==> src/rtl/core/lwbc_pkg.sv <==
package lwbc_pkg;

  localparam int MAX_SLOTS_DEF  = 64;
  localparam int STAMP_BITS_DEF = 32;
  localparam int CLUSTER_W      = 28;
  localparam int SLOT_W         = 6;
  localparam int CAP_W          = 7;

  localparam logic REQ_READ  = 1'b0;
  localparam logic REQ_WRITE = 1'b1;

  // request as it travels from front to back
  typedef struct packed {
    logic                 is_write;
    logic [CLUSTER_W-1:0] cluster;
  } req_t;

  // result fields of one item
  typedef struct packed {
    logic                 hit;
    logic                 slot_valid;
    logic [SLOT_W-1:0]    slot;
    logic                 writeback_needed;
    logic [CLUSTER_W-1:0] evicted_cluster;
  } rsp_t;

endpackage

==> src/rtl/core/lwbc_if.sv <==
interface lwbc_req_if;
  logic                          valid;
  logic                          ready;
  logic                          req_type;
  logic [lwbc_pkg::CLUSTER_W-1:0] cluster_number;
  modport source (output valid, req_type, cluster_number, input ready);
  modport sink   (input valid, req_type, cluster_number, output ready);
endinterface

interface lwbc_rsp_if;
  logic                          valid;
  logic                          ready;
  logic                          hit;
  logic                          slot_valid;
  logic [lwbc_pkg::SLOT_W-1:0]    slot;
  logic                          writeback_needed;
  logic [lwbc_pkg::CLUSTER_W-1:0] evicted_cluster;
  modport source (output valid, hit, slot_valid, slot, writeback_needed, evicted_cluster,
                  input ready);
  modport sink   (input valid, hit, slot_valid, slot, writeback_needed, evicted_cluster,
                  output ready);
endinterface

==> src/rtl/core/lwbc_front.sv <==
module lwbc_front (
  input  logic           clk,
  input  logic           rst,
  lwbc_req_if.sink       req,
  output logic           q_valid,
  input  logic           q_ready,
  output lwbc_pkg::req_t q_data
);

  // two-entry queue between front and back
  lwbc_pkg::req_t mem [2];
  logic           wr_ptr;
  logic           rd_ptr;
  logic [1:0]     count;

  logic push;
  logic pop;

  assign req.ready = (count != 2'd2);
  assign push      = req.valid && req.ready;
  assign pop       = q_valid && q_ready;
  assign q_valid   = (count != 2'd0);
  assign q_data    = mem[rd_ptr];

  // store items, advance pointers
  always_ff @(posedge clk) begin
    if (push) begin
      mem[wr_ptr].is_write <= req.req_type;
      mem[wr_ptr].cluster  <= req.cluster_number;
    end
    if (rst) begin
      wr_ptr <= 1'b0;
      rd_ptr <= 1'b0;
      count  <= 2'd0;
    end else begin
      if (push) wr_ptr <= ~wr_ptr;
      if (pop) rd_ptr <= ~rd_ptr;
      count <= count + {1'b0, push} - {1'b0, pop};
    end
  end

`ifndef NO_ASSERTIONS
  a_no_overflow: assert property (@(posedge clk) disable iff (rst)
    (count == 2'd2) |-> !push) else $error("queue overflow");
  a_no_underflow: assert property (@(posedge clk) disable iff (rst)
    (count == 2'd0) |-> !pop) else $error("queue underflow");
  a_count_step: assert property (@(posedge clk) disable iff (rst)
    (push && !pop) |=> (count == $past(count) + 2'd1)) else $error("count step");
`endif

endmodule

==> src/rtl/core/lwbc_back.sv <==
module lwbc_back #(
  parameter int MAX_SLOTS  = lwbc_pkg::MAX_SLOTS_DEF,
  parameter int STAMP_BITS = lwbc_pkg::STAMP_BITS_DEF
) (
  input  logic                        clk,
  input  logic                        rst,
  input  logic [lwbc_pkg::CAP_W-1:0]  cap_reg,
  input  logic                        q_valid,
  output logic                        q_ready,
  input  lwbc_pkg::req_t              q_data,
  lwbc_rsp_if.source                  rsp
);

  localparam int IDX_W = (MAX_SLOTS > 1) ? $clog2(MAX_SLOTS) : 1;
  localparam int CNT_W = $clog2(MAX_SLOTS + 1);

  typedef enum logic [2:0] {
    S_IDLE, S_MATCH, S_LRU, S_UPDATE, S_OUT
  } state_t;

  state_t state;

  // tag and stamp memories, dirty bits in flops
  logic [lwbc_pkg::CLUSTER_W-1:0] tag_mem   [MAX_SLOTS];
  logic [STAMP_BITS-1:0]          stamp_mem [MAX_SLOTS];
  logic [MAX_SLOTS-1:0]           dirty;

  logic [CNT_W-1:0]               entry_count;
  logic [STAMP_BITS-1:0]          counter;
  lwbc_pkg::req_t                 cur;
  logic [CNT_W-1:0]               cap_eff;
  logic [CNT_W-1:0]               scan;
  logic                           rd_pend;
  logic [IDX_W-1:0]               rd_idx;
  logic [lwbc_pkg::CLUSTER_W-1:0] tag_rd;
  logic [STAMP_BITS-1:0]          stamp_rd;
  logic [IDX_W-1:0]               best;
  logic [STAMP_BITS-1:0]          best_age;
  logic                           found;
  logic [IDX_W-1:0]               sel;
  logic                           do_write;
  logic [STAMP_BITS-1:0]          age_rd;
  lwbc_pkg::rsp_t                 res;
  logic [lwbc_pkg::CLUSTER_W-1:0] tag_mem_victim;
  logic [lwbc_pkg::CLUSTER_W-1:0] best_tag;

  // saturate configured capacity
  always_comb begin
    if ({{(32-lwbc_pkg::CAP_W){1'b0}}, cap_reg} > MAX_SLOTS) cap_eff = CNT_W'(MAX_SLOTS);
    else cap_eff = CNT_W'(cap_reg);
  end

  assign age_rd  = counter - stamp_rd;
  assign q_ready = (state == S_IDLE);
  assign rsp.valid            = (state == S_OUT);
  assign rsp.hit              = res.hit;
  assign rsp.slot_valid       = res.slot_valid;
  assign rsp.slot             = res.slot;
  assign rsp.writeback_needed = res.writeback_needed;
  assign rsp.evicted_cluster  = res.evicted_cluster;

  // registered memory reads
  always_ff @(posedge clk) begin
    tag_rd   <= tag_mem[rd_idx];
    stamp_rd <= stamp_mem[rd_idx];
    if (do_write) begin
      tag_mem[sel]   <= cur.cluster;
      stamp_mem[sel] <= counter;
    end
  end

  assign do_write = (state == S_UPDATE) && (found || cur.is_write);

  // sequence match scan, LRU scan, update, output
  always_ff @(posedge clk) begin
    if (rst) begin
      state       <= S_IDLE;
      dirty       <= '0;
      entry_count <= '0;
      counter     <= '0;
      rd_pend     <= 1'b0;
      rd_idx      <= '0;
    end else begin
      case (state)
        S_IDLE: begin
          if (q_valid) begin
            cur     <= q_data;
            res     <= '0;
            found   <= 1'b0;
            scan    <= '0;
            rd_idx  <= '0;
            rd_pend <= 1'b0;
            if (cap_eff == '0) begin
              state <= S_OUT;
            end else begin
              counter <= counter + 1'b1;
              state   <= S_MATCH;
            end
          end
        end
        S_MATCH: begin
          // one entry per cycle; rd_pend marks tag_rd as data of scan-1
          if (rd_pend && tag_rd == cur.cluster) begin
            found <= 1'b1;
            sel   <= IDX_W'(scan - 1'b1);
            state <= S_UPDATE;
          end else if (scan >= entry_count) begin
            if (cur.is_write && entry_count >= cap_eff) begin
              scan    <= '0;
              rd_idx  <= '0;
              rd_pend <= 1'b0;
              state   <= S_LRU;
            end else begin
              sel   <= IDX_W'(entry_count);
              state <= S_UPDATE;
            end
          end else begin
            scan    <= scan + 1'b1;
            rd_idx  <= IDX_W'(scan + 1'b1);
            rd_pend <= 1'b1;
          end
        end
        S_LRU: begin
          if (rd_pend && (scan == CNT_W'(1) || age_rd > best_age)) begin
            best     <= IDX_W'(scan - 1'b1);
            best_age <= age_rd;
          end
          if (scan >= entry_count && rd_pend) begin
            state <= S_UPDATE;
          end else begin
            scan    <= scan + 1'b1;
            rd_idx  <= IDX_W'(scan + 1'b1);
            rd_pend <= 1'b1;
          end
          if (scan >= entry_count && rd_pend) begin
            if (scan == CNT_W'(1) || age_rd > best_age) sel <= IDX_W'(scan - 1'b1);
            else sel <= best;
          end
        end
        S_UPDATE: begin
          // victim tag for write-back comes from best_tag, captured during the LRU scan
          if (found) begin
            res.hit        <= 1'b1;
            res.slot_valid <= 1'b1;
            res.slot       <= lwbc_pkg::SLOT_W'(sel);
            if (cur.is_write) dirty[sel] <= 1'b1;
          end else if (cur.is_write) begin
            res.slot_valid <= 1'b1;
            res.slot       <= lwbc_pkg::SLOT_W'(sel);
            if (entry_count >= cap_eff) begin
              res.writeback_needed <= dirty[sel];
              if (dirty[sel]) res.evicted_cluster <= tag_mem_victim;
            end else begin
              entry_count <= entry_count + 1'b1;
            end
            dirty[sel] <= 1'b0;
          end
          state <= S_OUT;
        end
        S_OUT: begin
          if (rsp.ready) state <= S_IDLE;
        end
        default: state <= S_IDLE;
      endcase
    end
  end

  // victim tag captured during the LRU scan
  always_ff @(posedge clk) begin
    if (state == S_LRU && rd_pend && (scan == CNT_W'(1) || age_rd > best_age))
      best_tag <= tag_rd;
  end
  assign tag_mem_victim = best_tag;

`ifndef NO_ASSERTIONS
  a_count_cap: assert property (@(posedge clk) disable iff (rst)
    entry_count <= CNT_W'(MAX_SLOTS)) else $error("entry count overflow");
  a_ready_idle: assert property (@(posedge clk) disable iff (rst)
    rsp.valid |-> !q_ready) else $error("accept while result pending");
  a_out_hold: assert property (@(posedge clk) disable iff (rst)
    (rsp.valid && !rsp.ready) |=> rsp.valid) else $error("result dropped");
`endif

endmodule

==> src/rtl/core/lru_writeback_block_cache_tags_core.sv <==
// Tag and LRU policy engine of a fully associative write-back cluster cache.
// Channel req carries req_type and cluster_number; channel rsp carries hit,
// slot_valid, slot, writeback_needed and evicted_cluster, one item per request.
// Both use valid/ready; an item moves when both are high at a clock edge.
// cfg_we/cfg_data write capacity_blocks (0 disables the cache, values above
// MAX_SLOTS saturate). Write it only while the block is idle.
// A disabled request goes straight to the result. Otherwise the back end scans
// the tag memory one entry per cycle for a match, and a write miss into a full
// table scans once more for the oldest stamp. The back end takes the next item
// only after the result of the last one has been accepted. The single read
// port of the tag/stamp memory sets the scan rate.
// A two-entry queue in the front takes requests until full while the back works
// or while a result waits for rsp.ready; the result is held until taken.
// Reset (rst, synchronous) clears entry count, dirty bits, access counter and
// capacity; no memory clearing pass is needed.
module lru_writeback_block_cache_tags_core #(
  parameter int MAX_SLOTS  = lwbc_pkg::MAX_SLOTS_DEF,
  parameter int STAMP_BITS = lwbc_pkg::STAMP_BITS_DEF
) (
  input  logic                       clk,
  input  logic                       rst,
  input  logic                       cfg_we,
  input  logic [lwbc_pkg::CAP_W-1:0] cfg_data,
  lwbc_req_if.sink                   req,
  lwbc_rsp_if.source                 rsp
);

  logic [lwbc_pkg::CAP_W-1:0] cap_reg;
  logic                       q_valid;
  logic                       q_ready;
  lwbc_pkg::req_t             q_data;

  // hold capacity register
  always_ff @(posedge clk) begin
    if (rst) cap_reg <= '0;
    else if (cfg_we) cap_reg <= cfg_data;
  end

  lwbc_front u_front (
    .clk(clk), .rst(rst), .req(req),
    .q_valid(q_valid), .q_ready(q_ready), .q_data(q_data)
  );

  lwbc_back #(.MAX_SLOTS(MAX_SLOTS), .STAMP_BITS(STAMP_BITS)) u_back (
    .clk(clk), .rst(rst), .cap_reg(cap_reg),
    .q_valid(q_valid), .q_ready(q_ready), .q_data(q_data), .rsp(rsp)
  );

endmodule

==> src/flat_wrapper.sv <==
// flat-port wrapper written by rule: the top's interface ports become plain ports
module lru_writeback_block_cache_tags_core_flat 
#(
  parameter int MAX_SLOTS  = lwbc_pkg::MAX_SLOTS_DEF,
  parameter int STAMP_BITS = lwbc_pkg::STAMP_BITS_DEF
)
  (clk, rst, cfg_we, cfg_data, req_valid, req_req_type, req_cluster_number, req_ready, rsp_valid, rsp_hit, rsp_slot_valid, rsp_slot, rsp_writeback_needed, rsp_evicted_cluster, rsp_ready);
  lwbc_req_if req_i ();
  lwbc_rsp_if rsp_i ();
  input  logic clk;
  input  logic rst;
  input  logic cfg_we;
  input  logic [lwbc_pkg::CAP_W-1:0] cfg_data;
  input wire logic [$bits(req_i.valid)-1:0] req_valid;
  input wire logic [$bits(req_i.req_type)-1:0] req_req_type;
  input wire logic [$bits(req_i.cluster_number)-1:0] req_cluster_number;
  output wire logic [$bits(req_i.ready)-1:0] req_ready;
  output wire logic [$bits(rsp_i.valid)-1:0] rsp_valid;
  output wire logic [$bits(rsp_i.hit)-1:0] rsp_hit;
  output wire logic [$bits(rsp_i.slot_valid)-1:0] rsp_slot_valid;
  output wire logic [$bits(rsp_i.slot)-1:0] rsp_slot;
  output wire logic [$bits(rsp_i.writeback_needed)-1:0] rsp_writeback_needed;
  output wire logic [$bits(rsp_i.evicted_cluster)-1:0] rsp_evicted_cluster;
  input wire logic [$bits(rsp_i.ready)-1:0] rsp_ready;
  assign req_i.valid = req_valid;
  assign req_i.req_type = req_req_type;
  assign req_i.cluster_number = req_cluster_number;
  assign req_ready = req_i.ready;
  assign rsp_valid = rsp_i.valid;
  assign rsp_hit = rsp_i.hit;
  assign rsp_slot_valid = rsp_i.slot_valid;
  assign rsp_slot = rsp_i.slot;
  assign rsp_writeback_needed = rsp_i.writeback_needed;
  assign rsp_evicted_cluster = rsp_i.evicted_cluster;
  assign rsp_i.ready = rsp_ready;
  lru_writeback_block_cache_tags_core #(.MAX_SLOTS(MAX_SLOTS), .STAMP_BITS(STAMP_BITS)) u_core (.clk(clk), .rst(rst), .cfg_we(cfg_we), .cfg_data(cfg_data), .req(req_i), .rsp(rsp_i));
endmodule
==> config.mk <==
export PLATFORM = sky130hd
export DESIGN_NAME = lru_writeback_block_cache_tags_core_flat
export DESIGN_NICKNAME = d
export VERILOG_FILES = /design/src/rtl/core/lwbc_pkg.sv /design/src/rtl/core/lwbc_if.sv /design/src/rtl/core/lwbc_front.sv /design/src/rtl/core/lwbc_back.sv /design/src/rtl/core/lru_writeback_block_cache_tags_core.sv /design/src/flat_wrapper.sv
export SDC_FILE = /design/constraint.sdc
export NUM_CORES = 2
export LEC_CHECK = 0
export BUFFER_PORTS_ARGS = -buffer_cell sky130_fd_sc_hd__buf_2
export CORE_MARGIN = 1.5
export CORE_UTILIZATION = 59
export CTS_BUF_LIST = sky130_fd_sc_hd__clkbuf_4 sky130_fd_sc_hd__clkbuf_8
export CTS_CLUSTER_SIZE = 20
export DETAILED_ROUTE_END_ITERATION = 7
export PLACE_DENSITY = 0.85
export SLEW_MARGIN = 10
export SYNTH_ARGS = -nofsm -noshare
export SYNTH_HDL_FRONTEND = slang
export SYNTH_HIERARCHICAL = 1
export SYNTH_SLANG_ARGS = --single-unit
==> constraint.sdc <==
create_clock -name clk -period 7.3 [get_ports clk]
set_input_delay 1.46 -clock clk [delete_from_list [all_inputs] [get_ports clk]]
set_output_delay 1.46 -clock clk [all_outputs]
set_load 0.05 [all_outputs]
==> metrics.txt <==
# TYPE chip_impl_metric gauge
chip_impl_metric{name="worst_pin_slew",unit="ns"} 1.41
chip_impl_metric{name="clkLatencyLatePin",unit="ns"} 1.13
chip_impl_info{name="synth.top_cells.by_count",value="edfxtp_1, mux4_2, clkbuf_1, dfxtp_1, nor2_1"} 1
chip_impl_metric{name="dieArea",unit="µm²"} 279000
chip_impl_info{name="run_status",value="complete, but fails checks"} 1
chip_impl_metric{name="routed_wirelength",unit="µm"} 477000
chip_impl_info{name="postSynth.topFlopCell",value="edfxtp_1"} 1
chip_impl_metric{name="grt_first_pass_wirelength",unit="µm"} 654000
chip_impl_metric{name="drive_gt1_share",unit="%"} 33.3
chip_impl_metric{name="wl_per_cell",unit="µm"} 40.6
chip_impl_metric{name="route.vias.total",unit=""} 86805
chip_impl_metric{name="ir_drop",unit="mV"} 0.203
chip_impl_metric{name="finalPower",unit="mW"} 53.7
chip_impl_metric{name="post-place-ws",unit="ns"} 0.529
chip_impl_metric{name="synthesis.area_per_instance",unit="µm²"} 22.9
chip_impl_metric{name="initial_core_util",unit="%"} 59.4
chip_impl_metric{name="global_route_congestion_overflow_total",unit=""} 0
chip_impl_metric{name="yosys.area_share.adder",unit="%"} 0.658
chip_impl_metric{name="largest_net_degree_at_the_start_of_global_routing",unit=""} 161
chip_impl_metric{name="detail_route.vias_per_cell",unit=""} 7.39
chip_impl_metric{name="ant_nets",unit=""} 0
chip_impl_metric{name="die_w",unit="µm"} 528
chip_impl_metric{name="cts-hold-fix-buffers",unit=""} 0
chip_impl_info{name="most_frequently_used_cell_type_in_the_post_synthesis_netlist",value="edfxtp_1"} 1
chip_impl_info{name="clock_root_buffer_master",value="clkbuf_8"} 1
chip_impl_metric{name="global_route.usage.total",unit="%"} 34.2
chip_impl_info{name="reg.largest.list",value="u_core/u_back/stamp_mem: 2048 flops, u_core/u_back/tag_mem: 1792 flops, u_core/u_front/mem: 58 flops"} 1
chip_impl_metric{name="post_synth_inst_count",unit=""} 7096
chip_impl_metric{name="leakage",unit="nW"} 56.0
chip_impl_info{name="largest_cells_by_area_after_synthesis",value="edfxtp_1, mux4_2, dfxtp_1"} 1
chip_impl_metric{name="switch_share",unit="%"} 25.3
chip_impl_metric{name="cts_made_buffers",unit=""} 634
chip_impl_metric{name="route.detailed.drc",unit=""} 46
chip_impl_metric{name="drt_first_pass_iters",unit=""} 8
chip_impl_metric{name="synth_seq_cells",unit=""} 4229
chip_impl_metric{name="die_height",unit="µm"} 528
chip_impl_metric{name="share_clk_of_total_power",unit="%"} 36.0
chip_impl_info{name="synth_largest_area_cell",value="edfxtp_1"} 1
chip_impl_metric{name="antenna_found_initial",unit=""} 22
chip_impl_metric{name="clock_path_buffers",unit=""} 4
chip_impl_metric{name="timing.final.setup_violations",unit=""} 0
chip_impl_metric{name="timing.max_slew.rel_slack",unit="%"} 5.72
chip_impl_info{name="registers.top_by_ff_count",value="u_core/u_back/stamp_mem"} 1
chip_impl_metric{name="synth_simple_gate_area_share",unit="%"} 1.57
chip_impl_metric{name="synth_xor_xnor_area_share",unit="%"} 0.522
chip_impl_metric{name="layout-area-overhead-vs-synth",unit="%"} 11.5
chip_impl_metric{name="number_of_distinct_library_cell_variants_in_the_gate_level_netlist_after_synthesis",unit=""} 72
chip_impl_metric{name="buffer_ports.inserted",unit=""} 79
chip_impl_metric{name="post_synth_instance_area",unit="µm²"} 163000
chip_impl_metric{name="layout_worst_path_cycle_share",unit="%"} 90.8
chip_impl_metric{name="async_flop_share",unit="%"} 0
chip_impl_metric{name="ys_seq_area_share",unit="%"} 76.9
chip_impl_metric{name="yosys-mux-area-fraction",unit="%"} 17.8
chip_impl_info{name="critPathCaptureType",value="flip-flop"} 1
chip_impl_metric{name="finish.cell_count_without_fillers",unit=""} 11744
chip_impl_metric{name="drv_slew",unit=""} 0
chip_impl_metric{name="fill_cells",unit=""} 15353
chip_impl_metric{name="worst_slack",unit="ns"} 0.674
chip_impl_metric{name="worst_setup_hold_path_clk_slew",unit="ns"} 0.07
chip_impl_metric{name="gpl.final_weighted_congestion",unit=""} 0.894
chip_impl_metric{name="maxClockFrequency",unit="MHz"} 151
chip_impl_metric{name="std_cell_rows",unit=""} 192
chip_impl_metric{name="fp.coreArea",unit="µm²"} 274000
chip_impl_metric{name="timing.clock.skew",unit="ns"} 0.116
chip_impl_metric{name="required",unit="ns"} 8.06
chip_impl_metric{name="post-dp-hpwl",unit="µm"} 239000
chip_impl_metric{name="synth_compound_area_share",unit="%"} 1.41
chip_impl_metric{name="finalWorstPathRequiredPeriod",unit="ns"} 6.63
chip_impl_metric{name="pwr-share-comb",unit="%"} 12.1
chip_impl_metric{name="detailedRoute.firstIterationViolations",unit=""} 16861
chip_impl_info{name="rsz0062_at_grt",value="false"} 1
chip_impl_metric{name="p_sw",unit="mW"} 13.6
chip_impl_metric{name="dp.cells",unit=""} 10616
chip_impl_info{name="timing.setup.critical_path_class",value="reg -> reg"} 1
chip_impl_metric{name="ioPinCount",unit=""} 80
chip_impl_metric{name="worst_endpoint_data_arrival_time",unit="ns"} 7.39
chip_impl_metric{name="synth_top_area_share",unit="%"} 74.7
chip_impl_info{name="cp-start-kind",value="flip-flop"} 1
chip_impl_metric{name="htree_levels",unit=""} 6
chip_impl_metric{name="seq_power_share",unit="%"} 51.9
chip_impl_metric{name="largest_reg_flops",unit=""} 2048
chip_impl_info{name="violations",value="design-rule violations"} 1
chip_impl_metric{name="number_of_enable_flip_flop_cells_after_synthesis",unit=""} 4044
chip_impl_metric{name="yosys_warnings",unit=""} 6
chip_impl_metric{name="critical_path.max_fanout",unit=""} 69
chip_impl_metric{name="clock_sinks",unit=""} 4229
chip_impl_info{name="synth_top_family_by_area",value="multiplexers"} 1
chip_impl_metric{name="finalSetupTns",unit="ns"} 0
chip_impl_metric{name="number_of_global_route_vias_before_repair",unit=""} 86235
chip_impl_metric{name="maxCapViolations",unit=""} 0
chip_impl_info{name="hold_path.class",value="reg -> reg"} 1
chip_impl_metric{name="synth_net_count",unit=""} 7222
chip_impl_metric{name="pwr_density_cell",unit="nW/µm²"} 296
chip_impl_metric{name="final_nets",unit=""} 7789
chip_impl_metric{name="hold_viol_final",unit=""} 0
chip_impl_metric{name="power.internal",unit="mW"} 40.1
chip_impl_info{name="cts_tree",value="done"} 1
==> area by class of cell <==
type | instances | area, µm² | share of cell area, %
Multi-Input combinational cell | 2418 | 36200 | 19.9
Timing Repair Buffer | 292 | 2710 | 1.49
Tap cell | 3589 | 4490 | 2.48
Clock inverter | 222 | 1460 | 0.807
Antenna cell | 18 | 45.0 | 0.0248
Sequential cell | 4229 | 125000 | 69.0
Inverter | 88 | 330 | 0.182
Clock buffer | 888 | 10900 | 6.02
==> path summary, 6_finish.rpt <==
kind                                          startpoint                    endpoint  slack, ns  cells after the start
worst max-delay path            u_core/u_back/counter[1]  u_core/u_back/best_tag[10]       0.67                     16
worst min-delay path             u_core/u_back/tag_rd[4]   u_core/u_back/best_tag[4]       0.47                      0
worst max register to register  u_core/u_back/counter[1]  u_core/u_back/best_tag[10]       0.67                     16
worst min register to register   u_core/u_back/tag_rd[4]   u_core/u_back/best_tag[4]       0.47                      0
==> cells by family after synthesis <==
logic type                 Yosys count
AOI/OAI and AO/OA                  380
xor gates and xnor gates            97
adders and majority gates           85
buffers and inverters              449
DFF                               4229
muxes                             1329
and+or+nand+nor                    527
==> critical path: stages (launching register included) <==
cell and delay (ns):
dfxtp_4 0.75, ha_1 0.35, nand2b_1 0.10, a21oi_1 0.10
o21a_1 0.25, a211oi_1 0.67, o31a_1 0.26, o21ai_0 0.13
o41ai_1 0.38, xnor2_1 0.17, ha_1 0.32, nand4_1 0.17
or4_1 0.65, o211ai_1 0.56, nand2_1 0.28, nor2_4 0.76
buf_4 0.37
==> cells in the final DEF (no fill, tap or decap), types with 42 or more instances in the layout <==
| cell | instances |
|---|---|
| a21oi_1 | 131 |
| and2_1 | 42 |
| buf_12 | 57 |
| buf_2 | 78 |
| buf_4 | 157 |
| clkbuf_4 | 210 |
| clkbuf_8 | 678 |
| clkinv_1 | 115 |
| clkinv_2 | 55 |
| dfxtp_1 | 148 |
| edfxtp_1 | 4044 |
| ha_1 | 84 |
| inv_1 | 87 |
| mux2_2 | 43 |
| mux4_2 | 1237 |
| nand2_1 | 92 |
| nand3_1 | 83 |
| nor2_1 | 108 |
| nor2_4 | 67 |
| o21ai_0 | 92 |
| xnor2_1 | 53 |
| xor2_1 | 44 |
==> metal layers <==
metal  routed length (µm)  global-route usage [%]  share of wire [%]  vias up
met5                  519                   0.225               0.11        -
met4                34600                    21.0                7.3       18
met3                72900                    10.8                 15     2042
met2               224000                    53.3                 47     9478
met1               145000                    42.0                 30    43982
li1                     -                       -                  -    31285
==> repair_timing <==
action	CTS	global route
gates resized for setup	0	1
buffers inserted	0	0
setup endpoints to repair	0	14
==> power by group through the flow <==
stage          Combinational [mW]  Sequential [mW]  Clock, mW
4_1_cts                      6.38             27.8       19.4
3_5_place_dp                 6.29             28.3          0
5_1_grt                      6.69             27.8       20.3
2_1_floorplan                4.01             28.5          0
3_3_place_gp                 5.98             28.3          0
6_report                     6.50             27.9       19.3
==> stage by stage <==
stage               utilization, %  hold slack, ns  cell area, µm²
floorplan                        -           0.428          163000
global placement              61.7           0.440          169000
detailed placement            61.7           0.439          169000
CTS                           66.2           0.460          181000
global route                  66.2           0.480          181000
finish                        66.2           0.474          181000
(Power assumes the default switching activity.)
